[src/rtl/slp_pkg.sv]
// Shared types, constants and the threshold level function for the sensor line parser.
package slp_pkg;

	// Defaults for the top-level parameters.
	localparam int LINE_LEN_DEF    = 128;
	localparam int QUEUE_DEPTH_DEF = 4;

	// Threshold register reset values.
	localparam logic signed [31:0] LOW_THR_RST  = 32'sd50;
	localparam logic signed [31:0] HIGH_THR_RST = 32'sd80;

	// Configuration register indexes.
	localparam logic [1:0] CFG_LOW  = 2'd0;
	localparam logic [1:0] CFG_HIGH = 2'd1;

	// Threshold level codes.
	localparam logic [1:0] LVL_GREEN  = 2'd0;
	localparam logic [1:0] LVL_YELLOW = 2'd1;
	localparam logic [1:0] LVL_RED    = 2'd2;

	// Byte classes produced by the front end.
	typedef enum logic [3:0] {
		TK_OTHER,
		TK_DIGIT,
		TK_SPACE,
		TK_PLUS,
		TK_MINUS,
		TK_T,
		TK_H,
		TK_G,
		TK_COLON,
		TK_NEWLINE
	} tok_kind_t;

	typedef struct packed {
		tok_kind_t  kind;
		logic [3:0] digit;
	} token_t;

	// Fill status of the token queue.
	typedef struct packed {
		logic empty;
		logic full;
	} q_stat_t;

	function automatic logic [1:0] level_of(input logic signed [31:0] v,
			input logic signed [31:0] lo, input logic signed [31:0] hi);
		logic [1:0] lvl;
		if (v < lo) begin
			lvl = LVL_GREEN;
		end else if (v < hi) begin
			lvl = LVL_YELLOW;
		end else begin
			lvl = LVL_RED;
		end
		return lvl;
	endfunction

endpackage

[src/rtl/slp_front.sv]
// Front end: accepts received bytes, classifies them and pushes tokens into the queue.
module slp_front (
	input  logic                  in_valid,
	output logic                  in_ready,
	input  logic [7:0]            rx_byte,
	input  slp_pkg::q_stat_t      q_stat,
	output logic                  push,
	output slp_pkg::token_t       tok
);

	localparam logic [7:0] CH_CR = 8'h0D;

	logic is_cr;

	// Carriage returns are swallowed here and never reach the parser.
	assign is_cr    = (rx_byte == CH_CR);
	assign in_ready = !q_stat.full;
	assign push     = in_valid && in_ready && !is_cr;

	always_comb begin
		tok.digit = rx_byte[3:0];
		unique case (rx_byte) inside
			[8'h30:8'h39]:         tok.kind = slp_pkg::TK_DIGIT;
			[8'h09:8'h0D], 8'h20:  tok.kind = slp_pkg::TK_SPACE;
			8'h2B:                 tok.kind = slp_pkg::TK_PLUS;
			8'h2D:                 tok.kind = slp_pkg::TK_MINUS;
			8'h54:                 tok.kind = slp_pkg::TK_T;
			8'h48:                 tok.kind = slp_pkg::TK_H;
			8'h47:                 tok.kind = slp_pkg::TK_G;
			8'h3A:                 tok.kind = slp_pkg::TK_COLON;
			default:               tok.kind = slp_pkg::TK_OTHER;
		endcase
		// A line feed is also white space by the byte ranges above, so it is decided last.
		if (rx_byte == 8'h0A) begin
			tok.kind = slp_pkg::TK_NEWLINE;
		end
	end

endmodule

[src/rtl/slp_queue.sv]
// Short token queue between the front end and the parser.
module slp_queue #(
	parameter int DEPTH = slp_pkg::QUEUE_DEPTH_DEF
) (
	input  logic              clk,
	input  logic              arst_n,
	input  logic              push,
	input  slp_pkg::token_t   wr_tok,
	input  logic              pop,
	output slp_pkg::token_t   rd_tok,
	output slp_pkg::q_stat_t  stat
);

	localparam int AW = (DEPTH > 1) ? $clog2(DEPTH) : 1;
	localparam int CW = $clog2(DEPTH + 1);

	slp_pkg::token_t slots_q [DEPTH];
	logic [AW-1:0]   wr_ptr_q;
	logic [AW-1:0]   rd_ptr_q;
	logic [CW-1:0]   cnt_q;

	assign stat.empty = (cnt_q == '0);
	assign stat.full  = (cnt_q == CW'(DEPTH));
	assign rd_tok     = slots_q[rd_ptr_q];

	always_ff @(posedge clk) begin
		if (push) begin
			slots_q[wr_ptr_q] <= wr_tok;
		end
	end

	always_ff @(posedge clk or negedge arst_n) begin
		if (!arst_n) begin
			wr_ptr_q <= '0;
			rd_ptr_q <= '0;
			cnt_q    <= '0;
		end else begin
			if (push) begin
				wr_ptr_q <= (wr_ptr_q == AW'(DEPTH - 1)) ? '0 : wr_ptr_q + 1'b1;
			end
			if (pop) begin
				rd_ptr_q <= (rd_ptr_q == AW'(DEPTH - 1)) ? '0 : rd_ptr_q + 1'b1;
			end
			case ({push, pop})
				2'b10:   cnt_q <= cnt_q + 1'b1;
				2'b01:   cnt_q <= cnt_q - 1'b1;
				default: cnt_q <= cnt_q;
			endcase
		end
	end

endmodule

[src/rtl/slp_back.sv]
// Back end: line parser state machine, held values and the result register.
module slp_back #(
	parameter int LINE_LEN = slp_pkg::LINE_LEN_DEF
) (
	input  logic                clk,
	input  logic                arst_n,
	input  slp_pkg::q_stat_t    q_stat,
	input  slp_pkg::token_t     tok,
	output logic                pop,
	input  logic signed [31:0]  low_thr,
	input  logic signed [31:0]  high_thr,
	output logic                out_valid,
	input  logic                out_ready,
	output logic signed [31:0]  temperature,
	output logic signed [31:0]  humidity,
	output logic signed [31:0]  gas_level,
	output logic [1:0]          temperature_class,
	output logic [1:0]          humidity_class,
	output logic [1:0]          gas_class,
	output logic [1:0]          fields_matched
);

	localparam int          CW      = $clog2(LINE_LEN);
	localparam logic [31:0] MAG_CAP = 32'h8000_0000;
	localparam logic [31:0] POS_MAX = 32'h7FFF_FFFF;

	typedef enum logic [3:0] {
		PH_T, PH_TC, PH_I0, PH_H, PH_HC, PH_I1, PH_G, PH_GC, PH_I2,
		PH_STOP0, PH_STOP1, PH_STOP2, PH_DONE
	} phase_t;

	phase_t         phase_q, phase_d;
	logic [CW-1:0]  cnt_q, cnt_d;
	logic [31:0]    acc_q, acc_d;
	logic           neg_q, neg_d;
	logic           dig_q, dig_d;
	logic           sgn_q, sgn_d;
	logic [31:0]    pend0_q, pend0_d;
	logic [31:0]    pend1_q, pend1_d;
	logic [31:0]    held0_q, held0_d;
	logic [31:0]    held1_q, held1_d;
	logic [31:0]    held2_q, held2_d;
	logic [1:0]     matched_q, matched_d;
	logic           out_valid_q, out_valid_d;

	logic           is_int;
	logic           is_lf;
	logic           is_ws;
	logic           out_free;
	logic           fin_now;
	logic [35:0]    acc_ext;
	logic [35:0]    acc_x10;
	logic [31:0]    acc_dig;
	logic [31:0]    fin_val;
	logic [1:0]     base_n;
	logic [1:0]     n;

	assign is_int   = (phase_q == PH_I0) || (phase_q == PH_I1) || (phase_q == PH_I2);
	assign is_lf    = (tok.kind == slp_pkg::TK_NEWLINE);
	assign is_ws    = (tok.kind == slp_pkg::TK_SPACE);
	assign out_free = !out_valid_q || out_ready;
	// A line feed waits in the queue until the result register can take it.
	assign pop      = !q_stat.empty && (!is_lf || out_free);
	assign fin_now  = is_int && dig_q;

	// Decimal step: acc * 10 + digit, clipped at the magnitude of the most negative value.
	assign acc_ext = {4'd0, acc_q};
	assign acc_x10 = (acc_ext << 3) + (acc_ext << 1) + {32'd0, tok.digit};
	assign acc_dig = (acc_x10 > {4'd0, MAG_CAP}) ? MAG_CAP : acc_x10[31:0];
	assign fin_val = neg_q ? (32'd0 - acc_q) : (acc_q[31] ? POS_MAX : acc_q);

	// Fields completed so far, before any number still in progress.
	always_comb begin
		unique case (phase_q)
			PH_H, PH_HC, PH_I1, PH_STOP1: base_n = 2'd1;
			PH_G, PH_GC, PH_I2, PH_STOP2: base_n = 2'd2;
			PH_DONE:                      base_n = 2'd3;
			default:                      base_n = 2'd0;
		endcase
	end

	assign n = base_n + {1'b0, fin_now};

	always_comb begin
		phase_d     = phase_q;
		cnt_d       = cnt_q;
		acc_d       = acc_q;
		neg_d       = neg_q;
		dig_d       = dig_q;
		sgn_d       = sgn_q;
		pend0_d     = pend0_q;
		pend1_d     = pend1_q;
		held0_d     = held0_q;
		held1_d     = held1_q;
		held2_d     = held2_q;
		matched_d   = matched_q;
		out_valid_d = out_valid_q && !out_ready;

		if (pop && is_lf) begin
			// End of line: commit the leading fields that matched and publish.
			if (n >= 2'd1) begin
				held0_d = (phase_q == PH_I0) ? fin_val : pend0_q;
			end
			if (n >= 2'd2) begin
				held1_d = (phase_q == PH_I1) ? fin_val : pend1_q;
			end
			if (n == 2'd3) begin
				held2_d = (phase_q == PH_I2) ? fin_val : acc_q;
			end
			matched_d   = n;
			out_valid_d = 1'b1;
			phase_d     = PH_T;
			cnt_d       = '0;
			acc_d       = '0;
			neg_d       = 1'b0;
			dig_d       = 1'b0;
			sgn_d       = 1'b0;
		end else if (pop) begin
			unique case (phase_q) inside
				PH_I0, PH_I1, PH_I2: begin
					if (tok.kind == slp_pkg::TK_DIGIT) begin
						acc_d = acc_dig;
						dig_d = 1'b1;
					end else if (!dig_q) begin
						if (!sgn_q && is_ws) begin
							// Leading white space before the number is skipped.
						end else if (!sgn_q && (tok.kind == slp_pkg::TK_PLUS ||
								tok.kind == slp_pkg::TK_MINUS)) begin
							sgn_d = 1'b1;
							neg_d = (tok.kind == slp_pkg::TK_MINUS);
						end else begin
							unique case (phase_q)
								PH_I0:   phase_d = PH_STOP0;
								PH_I1:   phase_d = PH_STOP1;
								default: phase_d = PH_STOP2;
							endcase
						end
					end else begin
						// The byte ends the number; after temperature or humidity it is then matched against the next letter.
						neg_d = 1'b0;
						dig_d = 1'b0;
						sgn_d = 1'b0;
						unique case (phase_q)
							PH_I0: begin
								pend0_d = fin_val;
								acc_d   = '0;
								phase_d = is_ws ? PH_H :
									((tok.kind == slp_pkg::TK_H) ? PH_HC : PH_STOP1);
							end
							PH_I1: begin
								pend1_d = fin_val;
								acc_d   = '0;
								phase_d = is_ws ? PH_G :
									((tok.kind == slp_pkg::TK_G) ? PH_GC : PH_STOP2);
							end
							default: begin
								acc_d   = fin_val;
								phase_d = PH_DONE;
							end
						endcase
					end
				end
				PH_T: begin
					phase_d = (tok.kind == slp_pkg::TK_T) ? PH_TC : PH_STOP0;
				end
				PH_TC: begin
					phase_d = (tok.kind == slp_pkg::TK_COLON) ? PH_I0 : PH_STOP0;
				end
				PH_H: begin
					if (!is_ws) begin
						phase_d = (tok.kind == slp_pkg::TK_H) ? PH_HC : PH_STOP1;
					end
				end
				PH_HC: begin
					phase_d = (tok.kind == slp_pkg::TK_COLON) ? PH_I1 : PH_STOP1;
				end
				PH_G: begin
					if (!is_ws) begin
						phase_d = (tok.kind == slp_pkg::TK_G) ? PH_GC : PH_STOP2;
					end
				end
				PH_GC: begin
					phase_d = (tok.kind == slp_pkg::TK_COLON) ? PH_I2 : PH_STOP2;
				end
				default: begin
					// Stopped or finished: the rest of the line is ignored.
				end
			endcase

			// A line that reaches LINE_LEN tokens without a line feed starts the parse over.
			if (cnt_q == CW'(LINE_LEN - 1)) begin
				phase_d = PH_T;
				cnt_d   = '0;
				acc_d   = '0;
				neg_d   = 1'b0;
				dig_d   = 1'b0;
				sgn_d   = 1'b0;
			end else begin
				cnt_d = cnt_q + 1'b1;
			end
		end
	end

	always_ff @(posedge clk or negedge arst_n) begin
		if (!arst_n) begin
			phase_q     <= PH_T;
			cnt_q       <= '0;
			acc_q       <= '0;
			neg_q       <= 1'b0;
			dig_q       <= 1'b0;
			sgn_q       <= 1'b0;
			pend0_q     <= '0;
			pend1_q     <= '0;
			held0_q     <= '0;
			held1_q     <= '0;
			held2_q     <= '0;
			matched_q   <= '0;
			out_valid_q <= 1'b0;
		end else begin
			phase_q     <= phase_d;
			cnt_q       <= cnt_d;
			acc_q       <= acc_d;
			neg_q       <= neg_d;
			dig_q       <= dig_d;
			sgn_q       <= sgn_d;
			pend0_q     <= pend0_d;
			pend1_q     <= pend1_d;
			held0_q     <= held0_d;
			held1_q     <= held1_d;
			held2_q     <= held2_d;
			matched_q   <= matched_d;
			out_valid_q <= out_valid_d;
		end
	end

	assign out_valid         = out_valid_q;
	assign temperature       = held0_q;
	assign humidity          = held1_q;
	assign gas_level         = held2_q;
	assign fields_matched    = matched_q;
	assign temperature_class = slp_pkg::level_of(held0_q, low_thr, high_thr);
	assign humidity_class    = slp_pkg::level_of(held1_q, low_thr, high_thr);
	assign gas_class         = slp_pkg::level_of(held2_q, low_thr, high_thr);

endmodule

[src/rtl/sensor_line_parser.sv]
// Top level of the sensor line parser: byte front end, token queue, parser and thresholds.
//
//   channel   direction  handshake              payload
//   in        sink       in_valid / in_ready    rx_byte
//   out       source     out_valid / out_ready  temperature, humidity, gas_level,
//                                               *_class, fields_matched
//   cfg       sink       cfg_valid / cfg_ready  cfg_index, cfg_data
//
// One byte word is taken per cycle while the token queue is not full. A byte other than CR is written
// into the token queue at the edge that accepts it and the parser takes it from there; a
// line feed word is registered into the result register on out when the parser consumes it.
// Reset clears the parse state and held values and loads the threshold reset values at once; no clearing pass.
// When the result register is full and not taken, a line feed waits in the queue;
// the input side keeps taking words until the QUEUE_DEPTH-entry queue is full.
// cfg_ready is always high.
module sensor_line_parser #(
	parameter int LINE_LEN    = slp_pkg::LINE_LEN_DEF,
	parameter int QUEUE_DEPTH = slp_pkg::QUEUE_DEPTH_DEF
) (
	input  logic                clk,
	input  logic                arst_n,
	input  logic                in_valid,
	output logic                in_ready,
	input  logic [7:0]          rx_byte,
	output logic                out_valid,
	input  logic                out_ready,
	output logic signed [31:0]  temperature,
	output logic signed [31:0]  humidity,
	output logic signed [31:0]  gas_level,
	output logic [1:0]          temperature_class,
	output logic [1:0]          humidity_class,
	output logic [1:0]          gas_class,
	output logic [1:0]          fields_matched,
	input  logic                cfg_valid,
	output logic                cfg_ready,
	input  logic [1:0]          cfg_index,
	input  logic [31:0]         cfg_data
);

	slp_pkg::q_stat_t   q_stat;
	slp_pkg::token_t    push_tok;
	slp_pkg::token_t    pop_tok;
	logic               push;
	logic               pop;
	logic signed [31:0] low_thr_q;
	logic signed [31:0] high_thr_q;

	// Threshold registers. Writes to indexes past the last register are dropped.
	assign cfg_ready = 1'b1;

	always_ff @(posedge clk or negedge arst_n) begin
		if (!arst_n) begin
			low_thr_q  <= slp_pkg::LOW_THR_RST;
			high_thr_q <= slp_pkg::HIGH_THR_RST;
		end else if (cfg_valid && cfg_ready) begin
			unique case (cfg_index)
				slp_pkg::CFG_LOW:  low_thr_q  <= cfg_data;
				slp_pkg::CFG_HIGH: high_thr_q <= cfg_data;
				default: begin
				end
			endcase
		end
	end

	// The front end classifies each byte into a token and drops carriage returns.
	slp_front u_front (
		.in_valid (in_valid),
		.in_ready (in_ready),
		.rx_byte  (rx_byte),
		.q_stat   (q_stat),
		.push     (push),
		.tok      (push_tok)
	);

	// The queue decouples byte intake from the parser, which stalls only on line feeds.
	slp_queue #(
		.DEPTH (QUEUE_DEPTH)
	) u_queue (
		.clk    (clk),
		.arst_n (arst_n),
		.push   (push),
		.wr_tok (push_tok),
		.pop    (pop),
		.rd_tok (pop_tok),
		.stat   (q_stat)
	);

	// The parser walks the line pattern one token per cycle unless stalled; it owns the result register.
	slp_back #(
		.LINE_LEN (LINE_LEN)
	) u_back (
		.clk               (clk),
		.arst_n            (arst_n),
		.q_stat            (q_stat),
		.tok               (pop_tok),
		.pop               (pop),
		.low_thr           (low_thr_q),
		.high_thr          (high_thr_q),
		.out_valid         (out_valid),
		.out_ready         (out_ready),
		.temperature       (temperature),
		.humidity          (humidity),
		.gas_level         (gas_level),
		.temperature_class (temperature_class),
		.humidity_class    (humidity_class),
		.gas_class         (gas_class),
		.fields_matched    (fields_matched)
	);

endmodule

[config.mk]
export PLATFORM = sky130hd
export DESIGN_NAME = sensor_line_parser
export DESIGN_NICKNAME = d
export VERILOG_FILES = /design/src/rtl/slp_pkg.sv /design/src/rtl/slp_front.sv /design/src/rtl/slp_queue.sv /design/src/rtl/slp_back.sv /design/src/rtl/sensor_line_parser.sv
export SDC_FILE = /design/constraint.sdc
export NUM_CORES = 1
export LEC_CHECK = 0
export BUFFER_PORTS_ARGS = -buffer_cell sky130_fd_sc_hd__buf_2
export CORE_MARGIN = 3
export CORE_UTILIZATION = 25
export CTS_CLUSTER_DIAMETER = 50
export DETAILED_ROUTE_END_ITERATION = 8
export HOLD_SLACK_MARGIN = 0.02
export PLACE_DENSITY = 0.43
export SETUP_SLACK_MARGIN = 0.15
export SYNTH_ARGS = -nofsm -noshare
export SYNTH_HDL_FRONTEND = slang
export SYNTH_SLANG_ARGS = --single-unit
[constraint.sdc]
create_clock -name clk -period 5.1 [get_ports clk]
set_input_delay 0.765 -clock clk [delete_from_list [all_inputs] [get_ports clk]]
set_output_delay 0.765 -clock clk [all_outputs]
set_load 0.02 [all_outputs]
; ---- Yosys cells after proc, flatten, opt, wreduce, memory -nomap -nowiden
; Memories as Yosys holds them, arrays and structs flattened.
; Cells that the tools add are included.
[totals]
reg_bits = 280
ramBits = 32
rom_bits = 32
inputBits = 47
output_inout_bits = 107
n_memories = 2
[memory_table]
columns = name, depth, word_bits, rd, rd_ports_with_merged_regs, wr, line_no
row1 = (no name shown), 16, 2, 1, 0, 0, slp_back.sv:74  ; unique case (phase_q)
row2 = u_queue.slots_q, 4, 8, 1, 0, 1, slp_queue.sv:17  ; slp_pkg::token_t slots_q [DEPTH];
[classes]
addsub = 9
order_cmp = 13
n_eq_ne = 41
n_mux = 71
bitwise_logic = 2
reduce_logical = 44
[op_table]
columns = operator, count
row1 = 32-bit two-way mux, 12
row2 = 32-bit less-than comparator, 6
row3 = 4-bit two-way mux, 17
row4 = 35-bit by 33-bit adder with 36-bit output, 1
row5 = 36-bit by 4-bit adder with 36-bit output, 1
row6 = 36-bit by 32-bit greater-than comparator with 1-bit output (second input constant), 1
row7 = 4-bit by 3-bit equality test with 1-bit output (second input constant), 8
row8 = 8-bit by 6-bit equality test with 1-bit output (second input constant), 4
row9 = 4-bit case mux with 8 select lines, 1
row10 = 1-bit by 32-bit subtractor with 32-bit output (first input constant), 1
row11 = 31-bit two-way mux, 1
row12 = 4-bit case mux with 7 select lines, 1
row13 = 8-bit by 7-bit equality test with 1-bit output (second input constant), 3
row14 = 1-bit two-way mux, 24
row15 = 7-bit two-way mux, 3
row16 = 2-bit two-way mux, 9
row17 = 4-bit by 2-bit equality test with 1-bit output (second input constant), 4
row18 = 8-bit by 4-bit equality test with 1-bit output (second input constant), 2
row19 = 4-bit equality test (second input constant), 3
row20 = 2-bit AND reduction, 6
row21 = 1-bit logical AND, 10
row22 = 5-bit by 3-bit inequality test with 1-bit output (second input constant), 2
row23 = 5-bit AND reduction, 2
row24 = 9-bit nonzero test, 1
row25 = 36 further kinds, 57

; ---- Logic depth before layout (Yosys ltp)
; An unclocked memory read counts as a cell.
[depth]
ltp_word = 12
depth_mapped = 17
depth_no_buf = 15

; ---- Cells and area by module
; Synthesis repeated with hierarchy kept, for this count alone.
[unflattened]
cells_unflattened = 2284
area_unflattened_um2 = 21094.0
[modules_own_cells]
columns = module, n_inst, cells_each, area_each_um2, seq_area_each_um2
row1 = slp_back, 1, 2023, 16811.1, 5230.0
row2 = sensor_line_parser, 1, 138, 2433.6, 1607.8
row3 = slp_queue, 1, 80, 1572.8, 1136.1
row4 = slp_front, 1, 43, 276.5, 0.0

; ---- Least setup slack after synthesis
; OpenSTA, ideal clock, no wires.
[synth_timing]
kind = flip-flop to flip-flop
start = register u_queue.rd_ptr_q[0]
end = register u_back.acc_q[30]
setup_ns = 0.127
arrival_ns = 4.055
required_time_ns = 4.973
path_slack_ns = 0.918
stages_incl_launch_ff = 17
path_cell_list = dfrtp_1 > buf_6 > mux4_2 > inv_1 > fa_1 > fa_1 > nand2b_1 > a21oi_1 > o21ba_2 > o21ai_0 > a2111o_1 > o211ai_1 > a21oi_2 > and4b_1 > a32oi_4 > buf_6 > o21ai_1
[synth_via]
elab_chain_len = 9
word_cells_on_any_way = 19
[synth_lines]
columns = item, line_no
row1 = start: declaration, slp_queue.sv:19  ; logic [AW-1:0] rd_ptr_q;
row2 = start signal: assignment, slp_queue.sv:42  ; rd_ptr_q <= (rd_ptr_q == AW'(DEPTH - 1)) ? '0 : rd_ptr_q + 1'b1;
row3 = memory 4 x 8 bit *, --
row4 = 36-bit by 4-bit adder with 36-bit output, slp_back.sv:68  ; assign acc_x10 = (acc_ext << 3) + (acc_ext << 1) + {32'd0, tok.digit};
row5 = 36-bit by 32-bit greater-than comparator with 1-bit output, slp_back.sv:69  ; assign acc_dig = (acc_x10 > {4'd0, MAG_CAP}) ? MAG_CAP : acc_x10[31:0];
row6 = 32-bit two-way mux, slp_back.sv:69
row7 = 32-bit two-way mux, slp_back.sv:121  ; if (tok.kind == slp_pkg::TK_DIGIT) begin
row8 = 32-bit two-way mux, slp_back.sv:119  ; unique case (phase_q) inside
row9 = 32-bit two-way mux, slp_back.sv:191  ; if (cnt_q == CW'(LINE_LEN - 1)) begin
row10 = 32-bit two-way mux, slp_back.sv:118  ; end else if (pop) begin
row11 = 32-bit two-way mux, slp_back.sv:99  ; if (pop && is_lf) begin
row12 = end signal: assignment, slp_back.sv:208  ; acc_q <= '0;
row13 = end signal: assignment, slp_back.sv:222  ; acc_q <= acc_d;
row14 = end: declaration, slp_back.sv:34  ; logic [31:0] acc_q, acc_d;
; Mark *: on every way between the ends. The rest lies on a longest branch, timed or not. The select of a mux whose other input is x is not followed.
; A chain may end at the register's enable or synchronous reset.

; ---- Worst setup path after layout
[layout_timing]
start = register u_queue.rd_ptr_q[0]
end = register u_back.acc_q[25]
; Same word-level chain as after synthesis.

==> results.yml <==
outcome:
  status: "finished clean"
timing:
  fin_hold_ws_ns: 0.185
  slew_headroom_pct: 28.4
  grt_setup_unrepaired: "false"
  fin_ws_ns: 0.555
  min_period_over_period_pct: 89.1
  slew_viol_final: 0
  finClkSkew_ns: 0.0296
  fmax_mhz: 220
  tightestPinTransition_ns: 1.07
  min_period_ns: 4.54
  hold_viol_final: 0
  tns_ns: 0
  finalSetupViolCount: 0
placement:
  post-place-ws_ns: 0.487
  post-dp-hpwl_um: 54000
  port_buffers: 152
  place_area_mm2: 0.0232
  gp_congestion: 0.886
critical_path:
  critPathLaunchType: "flop"
  path_buf_inv: 2
  setup.worst_path.start: "u_queue.rd_ptr_q[0]$_DFFE_PN0P_"
  critPathMaxStageDelay_ns: 0.51
  path_max_fanout: 6
  endpoint_kind: "flop"
  cp_cell_sequence: "mux4_2 -> inv_1 -> fa_1 -> inv_1 -> ha_1 -> a21o_1 -> and4_1 -> o21ai_0 -> nand3b_1 -> xnor2_1 -> nand4_1 -> nor4b_1 -> nand4_1 -> o41ai_2 -> a41o_1"
  crit_required_ns: 5.60
  crit_slowest_cell: "mux4_2"
  worstPathArrival_ns: 5.05
  regToRegStartpoint: "u_queue.rd_ptr_q[0]$_DFFE_PN0P_"
  crit_type: "reg2reg"
  cp_top_family: "simple AND/OR/NAND/NOR gates"
final_layout:
  synthToLayoutAreaGrowth_pct: 16.8
  final_common_cell: "dfrtp_1"
  antennaDiodeCount: 0
  nNetsFinal: 2756
  design_area_mm2: 0.0247
  final_cell_mix: "dfrtp_1 (274), ha_1 (263), nand2_1 (260)"
  drive_above_1_share_pct: 15.7
cts:
  cts_resized: 0
  insertion_delay_ns: 0.60
  cts_max_level: 2
  clk_path_buf_depth: 3
  cts_root_buffer: "clkbuf_16"
  clk_pin_slew_ns: 0.06
  ctsHoldBuffers: 0
  numCtsBuffers: 43
  cts.sinks: 312
  cts_tree: "built"
  post_cts.repair.setup_buffers: 0
synth:
  async_flop_share_pct: 89.7
  synth-seq-cells: 312
  synth.distinct_cells: 96
  ys_warn_count: 0
  synth_edf_count: 32
  syn_nets: 2634
  synth_top_flop_cell: "dfrtp_1"
  syn_inst: 2321
  avgSynthCellArea_um2: 9.11
  syn_area_mm2: 0.0211
  synth_seq_area_share_pct: 37.7
power:
  leakage_uw: 0.0119
  seq_power_share_pct: 27.4
  switching_share_pct: 48.4
  pwr-share-clk_pct: 20.1
  p_int_uw: 8040
  irDropWorstVdd_mv: 0.237
  switching_power_uw: 7550
  comb_power_share_pct: 52.4
  powerDensity_mw_per_mm2: 631
route:
  drt-pass1-iter-count: 5
  vias: 17500
  wl_um: 69200
  drtIter0Drc: 970
  wl_per_cell_um: 19.2
  drc: 0
  detail-route-antenna-nets: 0
  vias_per_cell: 4.84
floorplanning:
  core_area_mm2: 0.0837
  start_util_pct: 25.3
  fp.dieH_um: 297
  die_w_um: 297
  dieArea_mm2: 0.0881
  ios: 154
  row_count: 106
grt:
  grt_pass1_wl_um: 109000
  overflow: 0
  grtUsageTotal_pct: 15.6
  grt_pass1_vias: 17600
  grt_max_degree: 96
  antenna_found_initial: 0
run:
  cap_violations: 0
hold_path:
  hold_path.class: "in2async"
## cell usage after synthesis (33+ instances only)
cell type	n	area (µm²)
a21o_1	93	698
o21ai_0	223	1120
ha_1	263	3290
clkbuf_1	80	300
nand4_1	38	238
mux2_2	54	608
nor2_1	210	788
nand2_1	264	991
mux2i_1	33	330
inv_1	102	383
dfrtp_1	275	6880
a21oi_1	230	1150
## metal layers
metal	global-route usage (%)	wire [µm]	vias to the layer above	part of all wire, %
met5	0	0	-	0
met4	4.30	1790	0	2.6
met3	1.89	2410	97	3.5
met2	25.8	32400	347	47
met1	21.3	32600	8380	47
li1	-	-	8653	-
## worst register-to-register path, stage by stage, from the launching register on
cell	delay, ns
dfrtp_1	0.40
mux4_2	0.51
inv_1	0.08
fa_1	0.45
inv_1	0.08
ha_1	0.22
a21o_1	0.19
and4_1	0.23
o21ai_0	0.17
nand3b_1	0.28
xnor2_1	0.41
nand4_1	0.14
nor4b_1	0.39
nand4_1	0.20
o41ai_2	0.48
a41o_1	0.24
## logic make-up (layout without fill, tap and decap cells)
family	after synthesis	in the layout	share of synthesized area [%]
AOI/OAI and AO/OA	714	714	20.5
xor gates and xnor gates	34	34	1.41
adders and majority gates	266	266	15.8
buffers and inverters	203	360	3.80
DFF	312	312	37.7
muxes	96	96	5.45
other	1	1	0.0177
and+or+nand+nor	695	695	15.3
## power groups by stage
stage,combinational [µW],clock (µW),sequential (µW)
final,8170,3140,4280
after global routing,9180,3330,4390
after CTS,8240,3230,4280
after detailed placement,8190,0,4320
after global placement,8090,0,4300
after floorplan,5550,0,4110
## registers in the layout, indices dropped and copies added, names as in the netlist, 3 cells and up
| name | cells |
|---|---|
| u_queue.cnt_q | 3 |
| u_back.temperature | 32 |
| u_back.phase_q | 4 |
| u_back.pend1_q | 32 |
| u_back.cnt_q | 7 |
| u_back.humidity | 32 |
| u_back.acc_q | 32 |
| u_back.pend0_q | 32 |
| u_queue.slots_q | 32 |
| high_thr_q | 32 |
| low_thr_q | 32 |
| u_back.gas_level | 32 |
## final timing paths
check,slack [ns],depth (start not counted),endpoint
setup / recovery,0.56,15,u_back.acc_q[25]$_DFFE_PN0P_
hold / removal,0.18,1,u_back.pend0_q[23]$_DFFE_PN0P_
setup reg to reg,0.56,15,u_back.acc_q[25]$_DFFE_PN0P_
hold reg to reg,0.48,1,u_back.fields_matched[1]$_DFFE_PN0P_
max in group asynchronous,3.75,2,high_thr_q[26]$_DFFE_PN0P_
min in group clk,0.39,3,low_thr_q[1]$_DFFE_PN1P_
## final cells by class
cell class / instances / area [µm²]
timing repair buffer: 176 / 976
fill: 8828 / 59000
multi-input combinational: 1806 / 12400
clock inverter: 29 / 347
clock buffer: 51 / 1180
tap: 1134 / 1420
sequential: 312 / 7980
inverter: 104 / 390
## per-stage QoR
stage,power (µW),utilization (%),cells
finish,15600,29.5,3612
global route,16900,29.5,3612
CTS,15800,29.5,3612
detailed placement,12500,27.7,3532
global placement,12400,27.7,3532
floorplan,9650,-,2321
Power figures use the tool's default switching activity.
